$ cat src/rtl/assert_macros.svh
// shared assertion macros, clocked on clk with rst_n low masking them
`ifndef ASSERT_MACROS_SVH
`define ASSERT_MACROS_SVH

// same-cycle implication
`define SIP_ASSERT_IMPL(name, ante, cons) \
    name: assert property (@(posedge clk) disable iff (!rst_n) (ante) |-> (cons)) \
        else $error("sip assertion failed");

// next-cycle implication
`define SIP_ASSERT_NEXT(name, ante, cons) \
    name: assert property (@(posedge clk) disable iff (!rst_n) (ante) |=> (cons)) \
        else $error("sip assertion failed");

`endif

$ cat src/rtl/sip_pkg.sv
package sip_pkg;

    localparam logic [63:0] SIP_C0 = 64'h736f6d6570736575;
    localparam logic [63:0] SIP_C1 = 64'h646f72616e646f6d;
    localparam logic [63:0] SIP_C2 = 64'h6c7967656e657261;
    localparam logic [63:0] SIP_C3 = 64'h7465646279746573;
    localparam logic [63:0] SIP_FIN_XOR = 64'h00000000000000ff;
    localparam logic [3:0]  SIP_WORD_BYTES = 4'd8;

    localparam logic CFG_KEY_LOW  = 1'b0;
    localparam logic CFG_KEY_HIGH = 1'b1;

    typedef struct packed {
        logic [63:0] v0;
        logic [63:0] v1;
        logic [63:0] v2;
        logic [63:0] v3;
    } sip_lanes_t;

    typedef struct packed {
        logic [63:0] word;
        logic [3:0]  nb;
        logic        full;
        logic        fin;
    } sip_item_t;

    typedef struct packed {
        logic      valid;
        sip_item_t item;
    } sip_head_t;

    typedef struct packed {
        logic take;
        logic load;
    } sip_core_stat_t;

    typedef enum logic [2:0] {
        ST_IDLE,
        ST_MSG_B,
        ST_FIN_A,
        ST_FIN_B,
        ST_DRAIN
    } sip_state_t;

    function automatic sip_lanes_t sip_init(input logic [63:0] k0, input logic [63:0] k1);
        sip_lanes_t l;
        l.v0 = k0 ^ SIP_C0;
        l.v1 = k1 ^ SIP_C1;
        l.v2 = k0 ^ SIP_C2;
        l.v3 = k1 ^ SIP_C3;
        return l;
    endfunction

    function automatic sip_lanes_t sip_round(input sip_lanes_t a);
        logic [63:0] v0;
        logic [63:0] v1;
        logic [63:0] v2;
        logic [63:0] v3;
        sip_lanes_t  r;
        v0 = a.v0 + a.v1;
        v2 = a.v2 + a.v3;
        v1 = {a.v1[50:0], a.v1[63:51]} ^ v0;
        v3 = {a.v3[47:0], a.v3[63:48]} ^ v2;
        v0 = {v0[31:0], v0[63:32]};
        v2 = v2 + v1;
        v0 = v0 + v3;
        v1 = {v1[46:0], v1[63:47]} ^ v2;
        v3 = {v3[42:0], v3[63:43]} ^ v0;
        v2 = {v2[31:0], v2[63:32]};
        r.v0 = v0;
        r.v1 = v1;
        r.v2 = v2;
        r.v3 = v3;
        return r;
    endfunction

endpackage

$ cat src/rtl/sip_front.sv
module sip_front
    import sip_pkg::*;
(
    input  logic        clk,
    input  logic        rst_n,
    input  logic        in_valid,
    output logic        in_stall,
    input  logic [63:0] message_word,
    input  logic [3:0]  valid_bytes,
    input  logic        last_word,
    input  logic        take,
    output sip_head_t   head
);

    sip_item_t   cls;
    sip_item_t   q_mem [2];
    logic        wr_ptr_reg;
    logic        wr_ptr_next;
    logic        rd_ptr_reg;
    logic        rd_ptr_next;
    logic [1:0]  count_reg;
    logic [1:0]  count_next;
    logic        push;
    logic        pop;

    // clamp byte count, drop bytes past the valid ones, flag words that end a message
    always_comb
    begin
        logic [3:0] nb;
        nb = (valid_bytes > SIP_WORD_BYTES) ? SIP_WORD_BYTES : valid_bytes;
        for (int i = 0; i < 8; i++)
        begin
            cls.word[8*i +: 8] = (4'(i) < nb) ? message_word[8*i +: 8] : 8'h00;
        end
        cls.nb   = nb;
        cls.full = (nb == SIP_WORD_BYTES);
        cls.fin  = last_word || (nb != SIP_WORD_BYTES);
    end

    assign in_stall   = (count_reg == 2'd2);
    assign push       = in_valid && !in_stall;
    assign pop        = take && (count_reg != 2'd0);
    assign head.valid = (count_reg != 2'd0);
    assign head.item  = q_mem[rd_ptr_reg];

    always_comb
    begin
        wr_ptr_next = push ? ~wr_ptr_reg : wr_ptr_reg;
        rd_ptr_next = pop ? ~rd_ptr_reg : rd_ptr_reg;
        count_next  = count_reg + 2'(push) - 2'(pop);
    end

    always_ff @(posedge clk or negedge rst_n)
    begin
        if (!rst_n)
        begin
            wr_ptr_reg <= 1'b0;
            rd_ptr_reg <= 1'b0;
            count_reg  <= 2'd0;
        end
        else
        begin
            wr_ptr_reg <= wr_ptr_next;
            rd_ptr_reg <= rd_ptr_next;
            count_reg  <= count_next;
        end
    end

    always_ff @(posedge clk)
    begin
        if (push)
        begin
            q_mem[wr_ptr_reg] <= cls;
        end
    end

endmodule

$ cat src/rtl/sip_core.sv
module sip_core
    import sip_pkg::*;
(
    input  logic           clk,
    input  logic           rst_n,
    input  logic [63:0]    key_low,
    input  logic [63:0]    key_high,
    input  sip_head_t      head,
    output sip_core_stat_t stat,
    output logic           out_valid,
    input  logic           out_stall,
    output logic [63:0]    hash_value
);

    sip_state_t  state_reg;
    sip_state_t  state_next;
    logic [1:0]  cnt_reg;
    logic [1:0]  cnt_next;
    logic        open_reg;
    logic        open_next;
    logic [7:0]  len_reg;
    logic [7:0]  len_next;
    logic [63:0] m_reg;
    logic [63:0] m_next;
    logic        last_reg;
    logic        last_next;
    sip_lanes_t  lanes_reg;
    logic [63:0] hash_reg;
    logic        out_valid_reg;
    logic        out_valid_next;

    logic        take;
    logic        round_en;
    logic        use_key;
    logic [63:0] pre_m;
    logic [63:0] post_m;
    logic        post_ff;
    logic        out_load;
    logic        out_free;
    logic [7:0]  len_base;
    logic [7:0]  len_add;
    logic [63:0] tail_block;
    sip_lanes_t  round_in;
    sip_lanes_t  round_out;

    assign out_free   = !out_valid_reg || !out_stall;
    assign len_base   = open_reg ? len_reg : 8'd0;
    assign len_add    = len_base + {4'd0, head.item.nb};
    // partial word: top byte is already zero, length goes there
    assign tail_block = {len_add, head.item.word[55:0]};

    always_comb
    begin
        state_next = state_reg;
        case (state_reg)
            ST_IDLE:
            begin
                if (head.valid)
                begin
                    state_next = head.item.full ? ST_MSG_B : ST_FIN_B;
                end
            end
            ST_MSG_B: state_next = last_reg ? ST_FIN_A : ST_IDLE;
            ST_FIN_A: state_next = ST_FIN_B;
            ST_FIN_B: state_next = ST_DRAIN;
            ST_DRAIN:
            begin
                if (cnt_reg == 2'd3 && out_free)
                begin
                    state_next = ST_IDLE;
                end
            end
            default:  state_next = ST_IDLE;
        endcase
    end

    always_comb
    begin
        take      = 1'b0;
        round_en  = 1'b0;
        use_key   = 1'b0;
        pre_m     = '0;
        post_m    = '0;
        post_ff   = 1'b0;
        out_load  = 1'b0;
        cnt_next  = cnt_reg;
        open_next = open_reg;
        len_next  = len_reg;
        m_next    = m_reg;
        last_next = last_reg;
        case (state_reg)
            ST_IDLE:
            begin
                if (head.valid)
                begin
                    take      = 1'b1;
                    round_en  = 1'b1;
                    use_key   = !open_reg;
                    open_next = 1'b1;
                    len_next  = len_add;
                    last_next = head.item.fin;
                    pre_m     = head.item.full ? head.item.word : tail_block;
                    m_next    = pre_m;
                end
            end
            ST_MSG_B:
            begin
                round_en = 1'b1;
                post_m   = m_reg;
            end
            ST_FIN_A:
            begin
                // full last word: length block with no tail bytes
                round_en = 1'b1;
                pre_m    = {len_reg, 56'd0};
                m_next   = pre_m;
            end
            ST_FIN_B:
            begin
                round_en = 1'b1;
                post_m   = m_reg;
                post_ff  = 1'b1;
                cnt_next = 2'd0;
            end
            ST_DRAIN:
            begin
                if (cnt_reg != 2'd3)
                begin
                    round_en = 1'b1;
                    cnt_next = cnt_reg + 2'd1;
                end
                else if (out_free)
                begin
                    round_en  = 1'b1;
                    out_load  = 1'b1;
                    open_next = 1'b0;
                end
            end
            default:
            begin
                take = 1'b0;
            end
        endcase
    end

    always_comb
    begin
        round_in    = use_key ? sip_init(key_low, key_high) : lanes_reg;
        round_in.v3 = round_in.v3 ^ pre_m;
        round_out   = sip_round(round_in);
        round_out.v0 = round_out.v0 ^ post_m;
        round_out.v2 = round_out.v2 ^ (post_ff ? SIP_FIN_XOR : 64'd0);
    end

    always_comb
    begin
        out_valid_next = out_valid_reg;
        if (out_load)
        begin
            out_valid_next = 1'b1;
        end
        else if (!out_stall)
        begin
            out_valid_next = 1'b0;
        end
    end

    always_ff @(posedge clk or negedge rst_n)
    begin
        if (!rst_n)
        begin
            state_reg     <= ST_IDLE;
            cnt_reg       <= 2'd0;
            open_reg      <= 1'b0;
            len_reg       <= 8'd0;
            last_reg      <= 1'b0;
            out_valid_reg <= 1'b0;
        end
        else
        begin
            state_reg     <= state_next;
            cnt_reg       <= cnt_next;
            open_reg      <= open_next;
            len_reg       <= len_next;
            last_reg      <= last_next;
            out_valid_reg <= out_valid_next;
        end
    end

    always_ff @(posedge clk)
    begin
        m_reg <= m_next;
        if (round_en)
        begin
            lanes_reg <= round_out;
        end
        if (out_load)
        begin
            hash_reg <= round_out.v0 ^ round_out.v1 ^ round_out.v2 ^ round_out.v3;
        end
    end

    assign stat.take  = take;
    assign stat.load  = out_load;
    assign out_valid  = out_valid_reg;
    assign hash_value = hash_reg;

endmodule

$ cat src/rtl/siphash_2_4_engine.sv
// keyed siphash-2-4 over a message streamed as little-endian 64-bit words
// config: write key_low (index 0) and key_high (index 1) while the block is idle;
//   cfg_ready is always high, a new key applies from the next message on
// input: message_word, valid_bytes (0..8, above 8 counts as 8), last_word; an item
//   moves when in_valid is high and in_stall low; a word with under 8 bytes ends the message
// output: one hash_value per message, moved when out_valid is high and out_stall low
// items enter a two-entry queue, the hash core takes them from its head
// the core runs one siprounds per cycle through a single round unit, except while it waits
//   for a queued item or for the result register to be taken; the states that it passes:
//   full word not ending the message: IDLE, MSG_B; final partial or empty word: IDLE,
//   FIN_B, DRAIN; full final word: IDLE, MSG_B, FIN_A, FIN_B, DRAIN
// while the result register holds an untaken hash the core waits before the last round of
//   the next hash, the queue keeps filling and in_stall rises once both entries are taken
// reset empties the queue, clears out_valid and both key registers, and the
//   next item starts a fresh message
module siphash_2_4_engine
    import sip_pkg::*;
(
    input  logic        clk,
    input  logic        rst_n,
    input  logic        cfg_valid,
    output logic        cfg_ready,
    input  logic        cfg_index,
    input  logic [63:0] cfg_data,
    input  logic        in_valid,
    output logic        in_stall,
    input  logic [63:0] message_word,
    input  logic [3:0]  valid_bytes,
    input  logic        last_word,
    output logic        out_valid,
    input  logic        out_stall,
    output logic [63:0] hash_value
);

`include "assert_macros.svh"

    logic [63:0]    key_low_reg;
    logic [63:0]    key_high_reg;
    sip_head_t      head;
    sip_core_stat_t stat;

    assign cfg_ready = 1'b1;

    always_ff @(posedge clk or negedge rst_n)
    begin
        if (!rst_n)
        begin
            key_low_reg  <= 64'd0;
            key_high_reg <= 64'd0;
        end
        else if (cfg_valid && cfg_ready)
        begin
            case (cfg_index)
                CFG_KEY_LOW:  key_low_reg  <= cfg_data;
                CFG_KEY_HIGH: key_high_reg <= cfg_data;
                default:      key_low_reg  <= key_low_reg;
            endcase
        end
    end

    sip_front u_front (
        .clk          (clk),
        .rst_n        (rst_n),
        .in_valid     (in_valid),
        .in_stall     (in_stall),
        .message_word (message_word),
        .valid_bytes  (valid_bytes),
        .last_word    (last_word),
        .take         (stat.take),
        .head         (head)
    );

    sip_core u_core (
        .clk        (clk),
        .rst_n      (rst_n),
        .key_low    (key_low_reg),
        .key_high   (key_high_reg),
        .head       (head),
        .stat       (stat),
        .out_valid  (out_valid),
        .out_stall  (out_stall),
        .hash_value (hash_value)
    );

    `SIP_ASSERT_IMPL(a_take_has_item, stat.take, head.valid)
    `SIP_ASSERT_IMPL(a_load_only_when_free, stat.load, !(out_valid && out_stall))
    `SIP_ASSERT_NEXT(a_load_shows_result, stat.load, out_valid)

endmodule

$ cat config.mk
export PLATFORM = sky130hd
export DESIGN_NAME = siphash_2_4_engine
export DESIGN_NICKNAME = d
export VERILOG_FILES = /design/src/rtl/sip_pkg.sv /design/src/rtl/sip_front.sv /design/src/rtl/sip_core.sv /design/src/rtl/siphash_2_4_engine.sv
export VERILOG_INCLUDE_DIRS = /design/src /design/src/rtl
export SDC_FILE = /design/constraint.sdc
export NUM_CORES = 2
export LEC_CHECK = 0
export BUFFER_PORTS_ARGS = -buffer_cell sky130_fd_sc_hd__buf_2
export CORE_MARGIN = 5
export CORE_UTILIZATION = 40
export DETAILED_ROUTE_END_ITERATION = 6
export HOLD_SLACK_MARGIN = 0.1
export REMOVE_ABC_BUFFERS = 1
export SLEW_MARGIN = 25
export SYNTH_ARGS = -nofsm -noshare
export SYNTH_HDL_FRONTEND = slang
export SYNTH_HIERARCHICAL = 1
export SYNTH_SLANG_ARGS = --single-unit
$ cat constraint.sdc
create_clock -name clk -period 39.5 [get_ports clk]
set_input_delay 3.95 -clock clk [delete_from_list [all_inputs] [get_ports clk]]
set_output_delay 3.95 -clock clk [all_outputs]
set_load 0.1 [all_outputs]
# Word-level counts from Yosys, hierarchy flattened
# Memory sizes are Yosys's and may differ from the RTL's.
# Index checks and enable logic that the tools add are counted.
# word_totals
register_bits	532
memories	1
out_inout_bits	67
ram_bits	140
# op_classes
magnitude_cmp	9
bitwise_logic	17
addsub	8
eq_ne	15
mux	43
n_reduce_logical	23
# memory_table
name	words	width	rd	rd_ports_with_merged_regs	write_ports	line	rtl
u_front.q_mem	2	70	1	0	1	sip_front.sv:16	sip_item_t q_mem [2];
# ops
operator	count
$xor A64 B64 Y64	10
$add A64 B64 Y64	4
$mux W256	1
$mux W64	4
$pmux W64 S2	2
$mux W8	10
$not A37 Y37	1
$not A35 Y35	1
$not A34 Y34	1
$not A32 Y32	1
$lt A3 B4 Y1 const A	4
$mux W1	16
$pmux W3 S5	1
$reduce_and A2 Y1	6
$add A8 B4 Y8	1
$lt A1 B4 Y1 const A	2
$lt A2 B4 Y1 const A	2
$ne A2 B1 Y1 const B	4
$reduce_bool A2 Y1	4
$eq A3 B2 Y1 const B	2
$mux W2	3
$mux W3	2
$ne A2 B2 Y1 const B	3
$eq A2 B2 Y1 const B	2
other kinds (20)	28

# Longest topological paths before layout
# depth
ltp_word	13
mapped_depth	39

# By module
# Netlist, hierarchy kept.
# modules_own_cells
mod	cells_per_inst	area_each_um2	seq_area_each_um2	instances
sip_core	4300	37753.7	11931.4	1
sip_front	317	5741.8	4304.1	1
siphash_2_4_engine	273	5142.4	3203.1	1

# Least setup slack after synthesis
# Ideal clock, no wire load.
# synth_path
path_kind	flip-flop to flip-flop
start	register u_core.state_reg[2]
end	register u_core/lanes_reg[0] in the netlist's numbering, enable pin
required_time_ns	38.273
path_stages_with_launch	3
setup_time_ns	1.227
arrival_time_ns	18.424
slack_ns	19.850
path_cell_list	dfrtp_1 clkbuf_1 o21ai_0
# synth_via
elab_chain_len	3
word_cells_on_any_way	7
cone_classes	4 x eq/ne; 1 x mux; 2 x reduce/logical
# synth_lines
element	line	rtl
start: declaration	sip_core.sv:15	sip_state_t state_reg;
start signal: assignment	sip_core.sv:181	state_reg <= state_next;
$eq A3 B2 Y1 / $eq A3 B1 Y1 (equally long branches)	sip_core.sv:91	case (state_reg)
$reduce_or A3 Y1 (no source line)	-	
$pmux W1 S3 (*)	sip_core.sv:91	
via u_core.round_en	sip_core.sv:33	logic round_en;
end signal: assignment	sip_core.sv:195	lanes_reg <= round_out;
end: declaration	sip_core.sv:27	sip_lanes_t lanes_reg;
# Mark *: on every way through the listed nets, which the timed path passes. The rest lies on a longest branch.
# A chain may end at the register's enable or synchronous reset.

==> impl_metrics.toml <==
[run_status]
status = "finished clean"

[die]
io_pins = 206
dieWidth_um = 359
fp.dieH_um = 359
die_area_um2 = 129000
rows = 128
start_util_pct = 40.1
core_um2 = 121000

[placement]
dp_hpwl_mm = 217
port_buffers = 204
globalplace.congestion = 1.09

[critical_path]
crit_family = "compound AO/OA/AOI/OAI gates"
end_kind = "register"
startpoint_type = "register"
cpPeakStageDelay_ps = 970
crit_buf_inv = 5
cpMaxStageDelayCell = "xor2_1"
required_ps = 39920
crit_top_cell = "o21ai_0"
critical_path_class = "reg2reg"
path_max_fanout = 132
arrival_ps = 13510

[clocking]
cts_buffer_depth = 3
clkSinkCount = 672
htree_levels = 3
holdBufCountCts = 0
cts_tree = "done"
cts-root-buf = "clkbuf_16"
cts_setup_buffers = 0
cts_resized = 0
path_clk_slew_ps = 60
numCtsBuffers = 79
clk_latency_ps = 710

[detailed_routing]
via_count = 41800
wl_per_cell_um = 38.0
drtIter0Drc = 4957
routed_wirelength_mm = 257
ant_nets = 0
firstDrtPassIters = 5
drc_errors = 0
viasPerCell = 6.20

[worst_hold_path]
hp-class = "reg2reg"

[yosys]
netlist_area_um2 = 48600
yosysWarningCount = 6
avgSynthCellArea_um2 = 9.95
syn_inst = 4889

[timing]
rsz0062_at_grt = "no"
whs_ps = 500
maxSlewHeadroom_pct = 13.5
fin_setup_tns_ps = 0
max_freq_mhz = 76.4
fin_skew_ps = 39.6
slew_violations = 0
setup_violations = 0
hold_viol_final = 0
tightest_slew_ps = 1300
period_share_pct = 33.1
fin_crit_ps = 13090

[global_routing]
grt_use_total_pct = 38.8
antenna_found_initial = 10
overflow = 0
grt_max_degree = 133
grt_pass1_vias = 39500
grt_pass1_wl_mm = 339

[finish]
largest_reg_flops = 256
nets = 5455
drive_above_1_share_pct = 13.9
final_cell_mix = "558 x nand2_1, 524 x edfxtp_1, 496 x xnor2_1"
area_growth_pct = 11.9
mostFrequentLayoutCell = "nand2_1"

[flow_run]
max_cap_violations = 0
worst paths after layout:
path	start	end	depth (start not counted)	slack, ps
worst min register to register	u_front/count_reg[1]	u_front/count_reg[1]	1	500
worst min-delay path	u_front/count_reg[1]	u_front/count_reg[1]	1	500
worst max-delay path	u_core/state_reg[2]	u_core/lanes_reg[54]	32	26410
min in group asynchronous	rst_n	key_low_reg[9]	1	3180
max in group asynchronous	rst_n	u_front/rd_ptr_reg	2	35080
worst max register to register	u_core/state_reg[2]	u_core/lanes_reg[54]	32	26410
routing by layer:
metal	global-route usage, %	share of wire (%)	vias to the layer above
met2	58.2	43	2239
met5	0	0.016	-
met3	7.00	8.0	471
met1	53.8	43	21200
met4	20.0	6.4	6
li1	-	-	17900
stage by stage:
stage,utilization [%],setup slack (ps),area (um2),cells
final,44.9,26410,54400,6749
after global routing,44.9,26350,54400,6742
after CTS,44.8,27020,54300,6742
after detailed placement,42.6,27110,51700,6596
after global placement,42.5,26800,51500,6594
after floorplan,-,19900,47600,4679
area by class of cell:
type	count	area, um2
Clock inverter	46	494
Clock buffer	100	2140
Tap cell	1625	2030
Antenna cell	7	17.5
Multi-Input combinational cell	3840	27900
Sequential cell	672	19400
Fill cell	11800	66800
Inverter	167	631
Timing Repair Buffer	292	1730
Power is left out: the tool's default activity adds up to more than one toggle a clock period on the data nets, which glitch-free logic cannot reach.
